`src/ppim0_pkg.sv`:
```
// Shared types and constants for the mode 0 parallel port interface.
// No dependencies; used by ppim0_update, parallel_port_interface_mode0_core and the testbench.
package ppim0_pkg;

   localparam int unsigned NumPorts = 3;

   localparam logic ACT_READ  = 1'b0;
   localparam logic ACT_WRITE = 1'b1;

   localparam logic [1:0] ADDR_PORT_A  = 2'd0;
   localparam logic [1:0] ADDR_PORT_B  = 2'd1;
   localparam logic [1:0] ADDR_PORT_C  = 2'd2;
   localparam logic [1:0] ADDR_CONTROL = 2'd3;

   localparam logic [7:0] CTRL_READ_VALUE = 8'hff;
   localparam logic [7:0] DIR_ALL_INPUT   = 8'hff;

   // control word bit positions
   localparam int unsigned CW_MODE_SET = 7;
   localparam int unsigned CW_DIR_A    = 4;
   localparam int unsigned CW_DIR_CHI  = 3;
   localparam int unsigned CW_GB_MODE  = 2;
   localparam int unsigned CW_DIR_B    = 1;
   localparam int unsigned CW_DIR_CLO  = 0;
   localparam int unsigned CW_BSR_VAL  = 0;

   typedef struct packed {
      logic [NumPorts-1:0][7:0] dir;     // 1 = input bit
      logic [NumPorts-1:0][7:0] latch;
      logic [NumPorts-1:0][7:0] drive;
      logic [NumPorts-1:0][7:0] change;
      logic [NumPorts-1:0]      flags;
      logic [1:0]               ga_mode;
      logic                     gb_mode;
   } ppi_state_type;

   typedef struct packed {
      logic       action;
      logic [1:0] address;
      logic [7:0] write_data;
      logic [7:0] pins_a_in;
      logic [7:0] pins_b_in;
      logic [7:0] pins_c_in;
   } req_beat_type;

   typedef struct packed {
      logic [7:0] read_data;
      logic [7:0] drive_a;
      logic [7:0] drive_b;
      logic [7:0] drive_c;
      logic [7:0] changed_a;
      logic [7:0] changed_b;
      logic [7:0] changed_c;
      logic [2:0] updated_mask;
   } rsp_beat_type;

   // drive bit is the latch where output, 1 where input
   function automatic logic [7:0] drive_of(input logic [7:0] latch, input logic [7:0] dir);
      drive_of = (latch & ~dir) | dir;
   endfunction

endpackage

```
`src/ppim0_update.sv`:
```
// Single-access update: next port state and result beat for one bus access.
// Depends on ppim0_pkg.
module ppim0_update (
   input  ppim0_pkg::ppi_state_type cur,
   input  ppim0_pkg::req_beat_type  req,
   output ppim0_pkg::ppi_state_type nxt,
   output ppim0_pkg::rsp_beat_type  rsp
);

   logic [7:0] d;
   logic [7:0] dir_a_new;
   logic [7:0] dir_b_new;
   logic [7:0] dir_c_new;
   logic [7:0] bit_sel;
   logic [7:0] latch_c_new;
   logic [7:0] rd;

   assign d         = req.write_data;
   assign dir_a_new = {8{d[ppim0_pkg::CW_DIR_A]}};
   assign dir_b_new = {8{d[ppim0_pkg::CW_DIR_B]}};
   assign dir_c_new = {{4{d[ppim0_pkg::CW_DIR_CHI]}}, {4{d[ppim0_pkg::CW_DIR_CLO]}}};
   assign bit_sel   = 8'd1 << d[3:1];
   assign latch_c_new = d[ppim0_pkg::CW_BSR_VAL] ? (cur.latch[2] | bit_sel)
                                                 : (cur.latch[2] & ~bit_sel);

   always_comb begin
      nxt = cur;
      rd  = 8'd0;
      if (req.action == ppim0_pkg::ACT_WRITE) begin
         nxt.change = '0;
         nxt.flags  = '0;
         case (req.address)
            ppim0_pkg::ADDR_PORT_A, ppim0_pkg::ADDR_PORT_B, ppim0_pkg::ADDR_PORT_C: begin
               for (int p = 0; p < ppim0_pkg::NumPorts; p++) begin
                  if (req.address == 2'(p)) begin
                     nxt.latch[p]  = d;
                     nxt.drive[p]  = ppim0_pkg::drive_of(d, cur.dir[p]);
                     nxt.change[p] = cur.drive[p] ^ nxt.drive[p];
                     nxt.flags[p]  = 1'b1;
                  end
               end
            end
            ppim0_pkg::ADDR_CONTROL: begin
               if (d[ppim0_pkg::CW_MODE_SET]) begin
                  nxt.ga_mode = d[6:5];
                  nxt.gb_mode = d[ppim0_pkg::CW_GB_MODE];
                  if (d[6:5] == 2'd0 && !d[ppim0_pkg::CW_GB_MODE]) begin
                     nxt.dir[0] = dir_a_new;
                     nxt.dir[1] = dir_b_new;
                     nxt.dir[2] = dir_c_new;
                     // second refresh after clearing latches: drive = dir, and its
                     // change against the first refresh is old latch on output bits
                     nxt.latch  = '0;
                     nxt.drive  = {dir_c_new, dir_b_new, dir_a_new};
                     nxt.change[0] = cur.latch[0] & ~dir_a_new;
                     nxt.change[1] = cur.latch[1] & ~dir_b_new;
                     nxt.change[2] = cur.latch[2] & ~dir_c_new;
                     nxt.flags  = '1;
                  end
               end else begin
                  nxt.latch[2]  = latch_c_new;
                  nxt.drive[2]  = ppim0_pkg::drive_of(latch_c_new, cur.dir[2]);
                  nxt.change[2] = cur.drive[2] ^ nxt.drive[2];
                  nxt.flags[2]  = 1'b1;
               end
            end
            default: begin
            end
         endcase
      end else begin
         case (req.address)
            ppim0_pkg::ADDR_PORT_A:
               rd = (cur.dir[0] == 8'd0) ? cur.latch[0] : req.pins_a_in;
            ppim0_pkg::ADDR_PORT_B:
               rd = (cur.dir[1] == 8'd0) ? cur.latch[1] : req.pins_b_in;
            ppim0_pkg::ADDR_PORT_C:
               rd = (cur.latch[2] & ~cur.dir[2]) | (req.pins_c_in & cur.dir[2]);
            default:
               rd = ppim0_pkg::CTRL_READ_VALUE;
         endcase
      end
   end

   always_comb begin
      rsp.read_data    = rd;
      rsp.drive_a      = nxt.drive[0];
      rsp.drive_b      = nxt.drive[1];
      rsp.drive_c      = nxt.drive[2];
      rsp.changed_a    = nxt.change[0];
      rsp.changed_b    = nxt.change[1];
      rsp.changed_c    = nxt.change[2];
      rsp.updated_mask = nxt.flags;
   end

endmodule

```
`src/parallel_port_interface_mode0_core.sv`:
```
// Top level of the mode 0 parallel port interface: state registers and result buffering.
// Depends on ppim0_pkg and ppim0_update.
//
// Usage:
//   req_* carries one bus access per beat (read or write to port A, B, C or the
//   control word, plus the current pin levels). rsp_* returns one beat per access:
//   read data (zero on writes), the pin drive of all ports after the access, the
//   per-port changed masks and the updated flags of the last write.
//   The result beat is registered: it enters the result register, or the skid register
//   when the result register holds a beat not yet taken. Throughput is one access per cycle
//   while req_stall is low; the port state updates at acceptance, so the next access sees it immediately.
//   A two-entry output buffer (result register plus skid register) sits on the
//   result side; req_stall rises only when both are full, i.e. after the
//   receiver has held rsp_stall with a beat pending and another was accepted.
//   Reset (synchronous, active high) sets all ports to input, clears latches,
//   drive, changed masks, flags and group modes, and empties the buffer.
module parallel_port_interface_mode0_core (
   input  logic       clock,
   input  logic       reset,
   input  logic       req_valid,
   output logic       req_stall,
   input  logic       req_action,
   input  logic [1:0] req_address,
   input  logic [7:0] req_write_data,
   input  logic [7:0] req_pins_a_in,
   input  logic [7:0] req_pins_b_in,
   input  logic [7:0] req_pins_c_in,
   output logic       rsp_valid,
   input  logic       rsp_stall,
   output logic [7:0] rsp_read_data,
   output logic [7:0] rsp_drive_a,
   output logic [7:0] rsp_drive_b,
   output logic [7:0] rsp_drive_c,
   output logic [7:0] rsp_changed_a,
   output logic [7:0] rsp_changed_b,
   output logic [7:0] rsp_changed_c,
   output logic [2:0] rsp_updated_mask
);

   ppim0_pkg::ppi_state_type state_ff, state_in;
   ppim0_pkg::req_beat_type  req_beat;
   ppim0_pkg::rsp_beat_type  rsp_new;
   ppim0_pkg::rsp_beat_type  out_ff, out_in;
   ppim0_pkg::rsp_beat_type  skid_ff, skid_in;
   logic out_valid_ff, out_valid_in;
   logic skid_valid_ff, skid_valid_in;
   logic req_take;
   logic rsp_take;

   assign req_beat = '{action:     req_action,
                       address:    req_address,
                       write_data: req_write_data,
                       pins_a_in:  req_pins_a_in,
                       pins_b_in:  req_pins_b_in,
                       pins_c_in:  req_pins_c_in};

   ppim0_update u_update (
      .cur (state_ff),
      .req (req_beat),
      .nxt (state_in),
      .rsp (rsp_new)
   );

   assign req_stall = skid_valid_ff;
   assign req_take  = req_valid && !req_stall;
   assign rsp_take  = out_valid_ff && !rsp_stall;

   always_comb begin
      out_in        = out_ff;
      skid_in       = skid_ff;
      out_valid_in  = out_valid_ff;
      skid_valid_in = skid_valid_ff;
      if (rsp_take || !out_valid_ff) begin
         if (skid_valid_ff) begin
            out_in        = skid_ff;
            out_valid_in  = 1'b1;
            skid_valid_in = 1'b0;
         end else begin
            out_in       = rsp_new;
            out_valid_in = req_take;
         end
      end else if (req_take) begin
         skid_in       = rsp_new;
         skid_valid_in = 1'b1;
      end
   end

   always_ff @(posedge clock) begin
      if (reset) begin
         state_ff.dir    <= {ppim0_pkg::NumPorts{ppim0_pkg::DIR_ALL_INPUT}};
         state_ff.latch  <= '0;
         state_ff.drive  <= '0;
         state_ff.change <= '0;
         state_ff.flags  <= '0;
         state_ff.ga_mode <= '0;
         state_ff.gb_mode <= 1'b0;
         out_valid_ff    <= 1'b0;
         skid_valid_ff   <= 1'b0;
      end else begin
         if (req_take) begin
            state_ff <= state_in;
         end
         out_valid_ff  <= out_valid_in;
         skid_valid_ff <= skid_valid_in;
      end
   end

   always_ff @(posedge clock) begin
      out_ff  <= out_in;
      skid_ff <= skid_in;
   end

   assign rsp_valid        = out_valid_ff;
   assign rsp_read_data    = out_ff.read_data;
   assign rsp_drive_a      = out_ff.drive_a;
   assign rsp_drive_b      = out_ff.drive_b;
   assign rsp_drive_c      = out_ff.drive_c;
   assign rsp_changed_a    = out_ff.changed_a;
   assign rsp_changed_b    = out_ff.changed_b;
   assign rsp_changed_c    = out_ff.changed_c;
   assign rsp_updated_mask = out_ff.updated_mask;

`ifndef SYNTH
   // skid entry only fills behind a pending result
   a_skid_behind_out : assert property (@(posedge clock) disable iff (reset)
      skid_valid_ff |-> out_valid_ff)
      else $error("skid register valid while result register empty");

   // a port can only report changed bits if it was refreshed
   a_change_needs_flag : assert property (@(posedge clock) disable iff (reset)
      rsp_valid && (rsp_changed_a != 8'd0 || rsp_changed_b != 8'd0 || rsp_changed_c != 8'd0)
      |-> ((rsp_changed_a == 8'd0 || rsp_updated_mask[0]) &&
           (rsp_changed_b == 8'd0 || rsp_updated_mask[1]) &&
           (rsp_changed_c == 8'd0 || rsp_updated_mask[2])))
      else $error("changed mask reported for a port not refreshed");

   // reads never disturb port state
   a_read_keeps_state : assert property (@(posedge clock) disable iff (reset)
      req_take && req_action == ppim0_pkg::ACT_READ |=> $stable(state_ff))
      else $error("read access modified port state");
`endif

endmodule

```
`config.mk`:
```
export PLATFORM = sky130hd
export DESIGN_NAME = parallel_port_interface_mode0_core
export DESIGN_NICKNAME = d
export VERILOG_FILES = /design/src/ppim0_pkg.sv /design/src/ppim0_update.sv /design/src/parallel_port_interface_mode0_core.sv
export SDC_FILE = /design/constraint.sdc
export NUM_CORES = 1
export LEC_CHECK = 0
export BUFFER_PORTS_ARGS = -buffer_cell sky130_fd_sc_hd__buf_2
export CELL_PAD_IN_SITES_DETAIL_PLACEMENT = 1
export CELL_PAD_IN_SITES_GLOBAL_PLACEMENT = 2
export CORE_ASPECT_RATIO = 1.5
export CORE_MARGIN = 2
export CORE_UTILIZATION = 42
export DETAILED_ROUTE_END_ITERATION = 6
export PLACE_DENSITY_LB_ADDON = 0.1
export SLEW_MARGIN = 20
export SYNTH_ARGS = -nofsm -noshare
export SYNTH_HDL_FRONTEND = slang
export SYNTH_SLANG_ARGS = --single-unit
```
`constraint.sdc`:
```
create_clock -name clock -period 11.4 [get_ports clock]
set_input_delay 1.14 -clock clock [delete_from_list [all_inputs] [get_ports clock]]
set_output_delay 1.14 -clock clock [all_outputs]
set_load 0.01 [all_outputs]
```
==> qor.yml, run 1 <==
grtUsageTotal: 0.265
xor_xnor_fraction_of_synth_area: 0.0202
detailedRoute.firstPassIterationCount: 5
clock_pin_slew_on_the_worst_setup_and_hold_paths_ps: 70
hpwl_um: 22600
power_density_nw_per_um2: 148
cp_top_family: "simple AND/OR/NAND/NOR gates"
mappedNetlistNets: 1069
met3_usage: 0.0355
finalNetCount: 1104
critical_path_required_time_ps: 11710
muxShareOfSynthArea: 0.0736
mostFrequentLayoutCells: "nor2_1 (159), edfxtp_1 (118), buf_2 (99), dfxtp_1 (80), a21oi_1 (52)"
setup.worst_path.end_class: "flip-flop"
number_of_buffers_on_the_longest_clock_path: 2
synth-simple-area-share: 0.156
die_height_um: 197
placement.io_buffers: 99
drtIter0Drc: 563
setup.reg_to_reg.worst_slack_ps: 8560
use_met1: 0.315
final.period_utilization: 0.293
final-setup-viol-count: 0
wire_per_inst_um: 24.2
outcome: "complete, no violations"
grt_pass1_wl_um: 52100
finalWeightedCongestion: 0.795
synthesis.instances: 1025
power.leakage_nw: 4.20
synthToLayoutAreaGrowth_pct: 12.1
worstHoldPathCells: 2
worstPathCellList: "buf_2 -> or4b_1 -> a21oi_4 -> or2_1 -> o221a_1"
power.share.clock: 0.373
io_pins: 100
grt_setup_unrepaired: "false"
timing.critical_path.from_type: "input pin"
drv_cap: 0
htree_num_levels: 4
cpMaxStageDelayCell: "or4b_1"
power.combinational.fraction: 0.137
reg2reg_from: "rsp_valid"
holdPathEnd: "state_ff[5]"
fp-row-count: 70
netlist-cell-type-count: 53
synth.avg_cell_area_sq_um: 10.1
cpPeakStageDelay_ps: 700
post-cts-setup-buffers: 0
crit_type: "in -> reg"
clock_tree_from_tritoncts: "yes"
power.share.sequential: 0.489
critPathArrivalTime_ps: 3650
synth_edf_count: 118
cts.hold.buffers_added: 0
ant_nets: 0
initial_utilization: 0.427
post_drt_via_cell_ratio: 5.87
core_area_sq_um: 24300
post_route_cells_drive_above_1_share: 0.194
timing.clock.skew_ps: 9.43
finalHoldViolations: 0
clock-root-buffer: "clkbuf_16"
worstSetupPathDepth: 5
die_outline_area_sq_um: 26000
slew-limit-headroom: 0.298
peakVddDrop_v: 0.000113
post_route_setup_slack_ps: 8060
grt_use_met2: 0.482
numCtsBuffers: 17
grt.busiest_layer: "met2"
final_max_slew_viols: 0
maxClockFrequency_ghz: 0.300
p_int_w: 0.00127
p_switching_w: 0.000459
most_common_cell_after_layout_fill_and_taps_aside: "nor2_1"
cts.sinks: 199
totalWireLength_um: 33800
critical_path_peak_fanout: 23
critical_path.reg2reg.endpoint: "skid_ff[4]"
global_route.overflow_total: 0
hp-class: "reg -> reg"
synth_compound_gate_area_share: 0.206
postSynth.topFlopCell: "edfxtp_1"
route.detailed.drc: 0
power.switching_fraction: 0.265
floorplan.die.width_um: 132
min_from: "state_ff[5]"
synth.cell_area_sq_um: 10400
antenna_cells: 0
cts_repair_resize_count: 0
layout_min_cycle_time_ps: 3340
number_of_antenna_violations_at_the_first_check_in_global_routing: 0
synth-seq-area-share: 0.497
flops_latches_synth: 199
pre_cts_slack_ps: 7540
clock_latency_on_the_worst_skew_pair_ps: 450
grt_max_degree: 84
fin_total_pwr_w: 0.00173
asyncSetResetFlopFracSynth: 0
hold-worst-slack_ps: 465
detailroute.via_count: 8200
synth-adder-area-share: 0.00602
dominant_combinational_cell_family_by_area_after_synthesis: "compound AO/OA/AOI/OAI gates"
first_global_vias: 8446
setup-tns-final_ps: 0
critPathBufInv: 1
synth-warning-count: 0
worstRegToRegCells: 3
tightest_slew_ps: 1050
-- cells by family (layout without fill, tap and decap cells) --
group	after synthesis	in the layout
DFF	199	199
adders and majority gates	5	5
and+or+nand+nor	322	322
AOI/OAI and AO/OA	296	296
xor gates and xnor gates	24	24
buffers and inverters	108	156
muxes	71	71
-- worst max-delay path by stage --
stage / start / end / slack (ps)
5_1_grt: req_write_data[2] / rsp_drive_b[5] / 7960
3_5_place_dp: req_write_data[2] / rsp_drive_b[4] / 7540
3_3_place_gp: req_write_data[2] / rsp_drive_b[2] / 7610
2_1_floorplan: rsp_stall / skid_ff[0] / 5650
6_report: req_write_data[2] / rsp_drive_a[7] / 8060
4_1_cts: req_write_data[2] / rsp_drive_a[7] / 8010
-- layer usage --
layer,up-vias,routed length (um)
met2,173,17900
met1,4112,13800
li1,3872,-
met5,-,0
met4,0,1030
met3,43,1080
-- tightest hold or removal path, stage by stage (launching register included) --
cell and delay, ps:
dfxtp_1 310, nand2_1 50, a21oi_1 60
-- sequential cells by signal, summed over array words and instances (netlist names) --
signal	flops
req_stall	1
rsp_changed_a	8
rsp_changed_b	8
rsp_changed_c	8
rsp_drive_a	8
rsp_drive_b	8
rsp_drive_c	8
rsp_read_data	8
rsp_updated_mask	3
rsp_valid	1
skid_ff	59
state_ff	79
-- power by group through the flow --
stage / clock network (W) / registers [W] / logic, W
final: 0.000646 / 0.000846 / 0.000238
after global routing: 0.000682 / 0.000851 / 0.000261
after CTS: 0.000654 / 0.000847 / 0.000240
after detailed placement: 0 / 0.000863 / 0.000239
after global placement: 0 / 0.000863 / 0.000234
after floorplan: 0 / 0.000863 / 0.000144
-- cell usage after synthesis, drive strengths merged (19+ instances only) --
cell type,instances,share of area
a221oi,24,0.020
mux2,43,0.047
dfxtp,81,0.16
nand2b,33,0.020
a21oi,53,0.027
xnor2,24,0.020
and3,29,0.017
clkbuf,79,0.029
a211oi,45,0.035
o21ai,63,0.030
nor2,159,0.057
o31ai,19,0.014
nand2,23,0.0083
mux2i,28,0.027
edfxtp,118,0.34
nor2b,33,0.020
buf,20,0.0099
-- stage by stage --
| step | instances | utilization | instance area [sq um] |
|---|---|---|---|
| floorplan | 1025 | - | 10400 |
| global placement | 1365 | 0.454 | 11000 |
| detailed placement | 1365 | 0.454 | 11000 |
| CTS | 1397 | 0.479 | 11700 |
| global route | 1397 | 0.479 | 11700 |
| finish | 1397 | 0.479 | 11700 |
-- area by class of cell --
class,count,area [sq um]
multi-input combinational,718,4820
sequential,199,5170
clock inverter,15,184
fill,2778,12700
clock buffer,17,425
timing repair buffer,115,616
inverter,9,33.8
tap,324,405
No activity file was read; power rests on OpenSTA's default activity.
==> run 2: changes to the inputs <==
- ABC_AREA: not set -> 1
- CORE_UTILIZATION: 42 -> 32
- clock period: 11.4 -> 3 ns (I/O delays scaled with it)
==> qor.yml, run 2 <==
die_outline_area_sq_um: 33600  # +29%
tightest_slew_ps: 788  # -265 ps
detailroute.via_count: 9272  # +13%
netlist-cell-type-count: 36  # -32%
wire_per_inst_um: 21.1  # -13%
crit_end: "rsp_read_data[0]"
worst_setup_startpoint: "state_ff[78]"
synth_edf_count: 118  # unchanged
netlist_top_cells_area: "edfxtp_1 (34%), dfxtp_1 (16%), nand2_1 (12%)"
initial_utilization: 0.324  # -0.103
most_common_cell_after_layout_fill_and_taps_aside: "nand2_1"
numCtsBuffers: 17  # unchanged
grt_pass1_wl_um: 59200  # +14%
place.detailed.instances: 1775  # +30%
final_max_slew_viols: 0  # unchanged
flops_latches_synth: 199  # unchanged
synth-seq-area-share: 0.503  # +0.00569
fp-row-count: 80  # +14%
finalWeightedCongestion: 0.882  # +11%
netlist.area_leader.share: 0.345  # +0.00390
timing.critical_path.from_type: "flip-flop"
post_route_cells_drive_above_1_share: 0.136  # -0.0578
detailedRoute.firstPassIterationCount: 5  # unchanged
first_global_vias: 9860  # +17%
global_route.overflow_total: 0  # unchanged
synth.cell_area_sq_um: 10300  # -1.1%
finalHoldViolations: 0  # unchanged
maxClockFrequency_ghz: 0.448
clock_tree_from_tritoncts: "yes"
register_name_with_the_most_flops: "state_ff"
flip_flop_count_of_the_largest_register_after_layout: 79  # unchanged
crit_type: "reg -> reg"
power.share.clock: 0.347  # -0.026
power.share.sequential: 0.507  # +0.018
peakVddDrop_v: 0.000405  # +260%
outcome: "complete, no violations"
antenna_cells: 0  # unchanged
final-setup-viol-count: 0  # unchanged
post_drt_via_cell_ratio: 5.13  # -13%
asyncSetResetFlopFracSynth: 0  # unchanged
power.switching_fraction: 0.293  # +0.0273
setup.worst_path.end_class: "flip-flop"
htree_num_levels: 4  # unchanged
critical_path.reg2reg.endpoint: "rsp_read_data[0]"
worstRegToRegCells: 8  # +5
reg.largest.list: "state_ff: 79 flops, skid_ff: 59 flops"
totalWireLength_um: 38200  # +13%
reg2reg_from: "state_ff[78]"
hpwl_um: 27400  # +21%
post-cts-setup-buffers: 0  # unchanged
most_repeated_cell_in_the_gate_level_netlist_after_synthesis: "nand2_1"
number_of_buffers_on_the_longest_clock_path: 2  # unchanged
top_cell_types_by_occurrence_after_synthesis: "nand2_1 (340), nand3_1 (137), o21ai_0 (130)"
layout_min_cycle_time_ps: 2230
clock_pin_slew_on_the_worst_setup_and_hold_paths_ps: 70  # about the same
fin_cells: 1807  # +29%
mostFrequentLayoutCells: "nand2_1 (339), nand3_1 (137), o21ai_0 (130), a21oi_1 (127), edfxtp_1 (118)"
grtUsageTotal: 0.236  # -0.0285
number_of_antenna_violations_at_the_first_check_in_global_routing: 1  # +1
synth.avg_cell_area_sq_um: 7.77  # -23%
dominant_combinational_cell_family_by_area_after_synthesis: "simple AND/OR/NAND/NOR gates"
num-fill-cells: 3907  # +41%
synth-simple-area-share: 0.262  # +0.106
hp-class: "in -> reg"
synthesis.instances: 1322  # +29%
synth-adder-area-share: 0.00609  # +0.0000689
postPlaceCellArea_sq_um: 11100  # +0.24%
cts_repair_resize_count: 0  # unchanged
clock_latency_on_the_worst_skew_pair_ps: 460  # about the same
finalNetCount: 1428  # +29%
pre_cts_slack_ps: 602  # -6940 ps
drtIter0Drc: 449  # -20%
route.detailed.drc: 0  # unchanged
power_density_nw_per_um2: 541  # +260%
critical_path_peak_fanout: 25  # +8.7%
die_height_um: 223  # +14%
critical_path_required_time_ps: 3330  # -8380 ps
slew-limit-headroom: 0.474  # +0.176
cts.hold.buffers_added: 0  # unchanged
synth-warning-count: 0  # unchanged
io_pins: 100  # unchanged
ant_nets: 0  # unchanged
critPathArrivalTime_ps: 2560  # -1090 ps
timing.clock.skew_ps: 11.7  # +2.27 ps
grt_setup_unrepaired: "false"
placement.io_buffers: 99  # unchanged
grt_max_degree: 65  # -23%
setup.reg_to_reg.worst_slack_ps: 770  # -7790 ps
setup-tns-final_ps: 0  # unchanged
floorplan.die.width_um: 150  # +13%
clock-root-buffer: "clkbuf_16"
power.leakage_nw: 4.91  # +17%
finalInstanceArea_sq_um: 11600  # -0.47%
muxShareOfSynthArea: 0  # -0.0736
xor_xnor_fraction_of_synth_area: 0  # -0.0202
cts.sinks: 199  # unchanged
p_int_w: 0.00444  # +250%
p_switching_w: 0.00184  # +300%
mappedNetlistNets: 1366  # +28%
yosys.area.top_type: "edfxtp_1"
post_route_setup_slack_ps: 768  # -7300 ps
synth_compound_gate_area_share: 0.149  # -0.0567
final.period_utilization: 0.744
drv_cap: 0  # unchanged
core_area_sq_um: 31700  # +30%
synthToLayoutAreaGrowth_pct: 12.9
postSynth.topFlopCell: "edfxtp_1"
power.combinational.fraction: 0.146  # +0.009
## run 2: per-stage QoR
stage	hold slack [ps]	total power, W	utilization
2_1_floorplan	430	0.00379	-
3_3_place_gp	487	0.00416	0.349
3_5_place_dp	505	0.00418	0.349
4_1_cts	124	0.00638	0.365
5_1_grt	141	0.00659	0.365
6_report	143	0.00628	0.365
## run 2: cells by family (layout without fill, tap and decap cells)
| logic type | Yosys count | count (layout) |
|---|---|---|
| buf+inv | 190 | 265 |
| flops | 199 | 199 |
| simple gates | 634 | 634 |
| fa+ha+maj | 5 | 5 |
| compound gates | 294 | 294 |
## run 2: critical path: stages, from the launching register on
cell     delay, ps
dfxtp_1        600
inv_1          490
a21oi_1        320
o21ai_0        110
nand2_1         90
nor2_1          40
a21oi_1        280
nand2_1         90
nand2_1         90
## run 2: how the worst min path moves through the flow
| stage | start | to | slack (ps) | cells past startpoint |
|---|---|---|---|---|
| 4_1_cts | req_valid | req_stall | 120 | 3 |
| 2_1_floorplan | req_write_data[4] | state_ff[78] | 430 | 2 |
| 3_3_place_gp | state_ff[67] | state_ff[67] | 490 | 2 |
| 3_5_place_dp | state_ff[67] | state_ff[67] | 500 | 2 |
| 5_1_grt | req_valid | req_stall | 140 | 3 |
| 6_report | req_valid | req_stall | 140 | 3 |
## run 2: power by group through the flow
| stage | combinational (W) | clock [W] | sequential [W] |
|---|---|---|---|
| CTS | 0.000933 | 0.00226 | 0.00319 |
| global route | 0.00103 | 0.00236 | 0.00320 |
| global placement | 0.000919 | 0 | 0.00324 |
| finish | 0.000917 | 0.00218 | 0.00318 |
| detailed placement | 0.000929 | 0 | 0.00325 |
| floorplan | 0.000518 | 0 | 0.00327 |
## run 2: per-layer routing
metal,routed length [um],global-route usage
met1,15200,0.267
met2,20900,0.443
met3,872,0.0313
met4,1240,0.0876
met5,11,0
## run 2: cell type report
class / count / area, sq um / share of cell area
Clock buffer: 19 / 433 / 0.0373
Clock inverter: 13 / 95.1 / 0.00820
Inverter: 115 / 437 / 0.0377
Multi-Input combinational cell: 933 / 4300 / 0.371
Sequential cell: 199 / 5170 / 0.445
Tap cell: 410 / 513 / 0.0442
Timing Repair Buffer: 118 / 651 / 0.0561
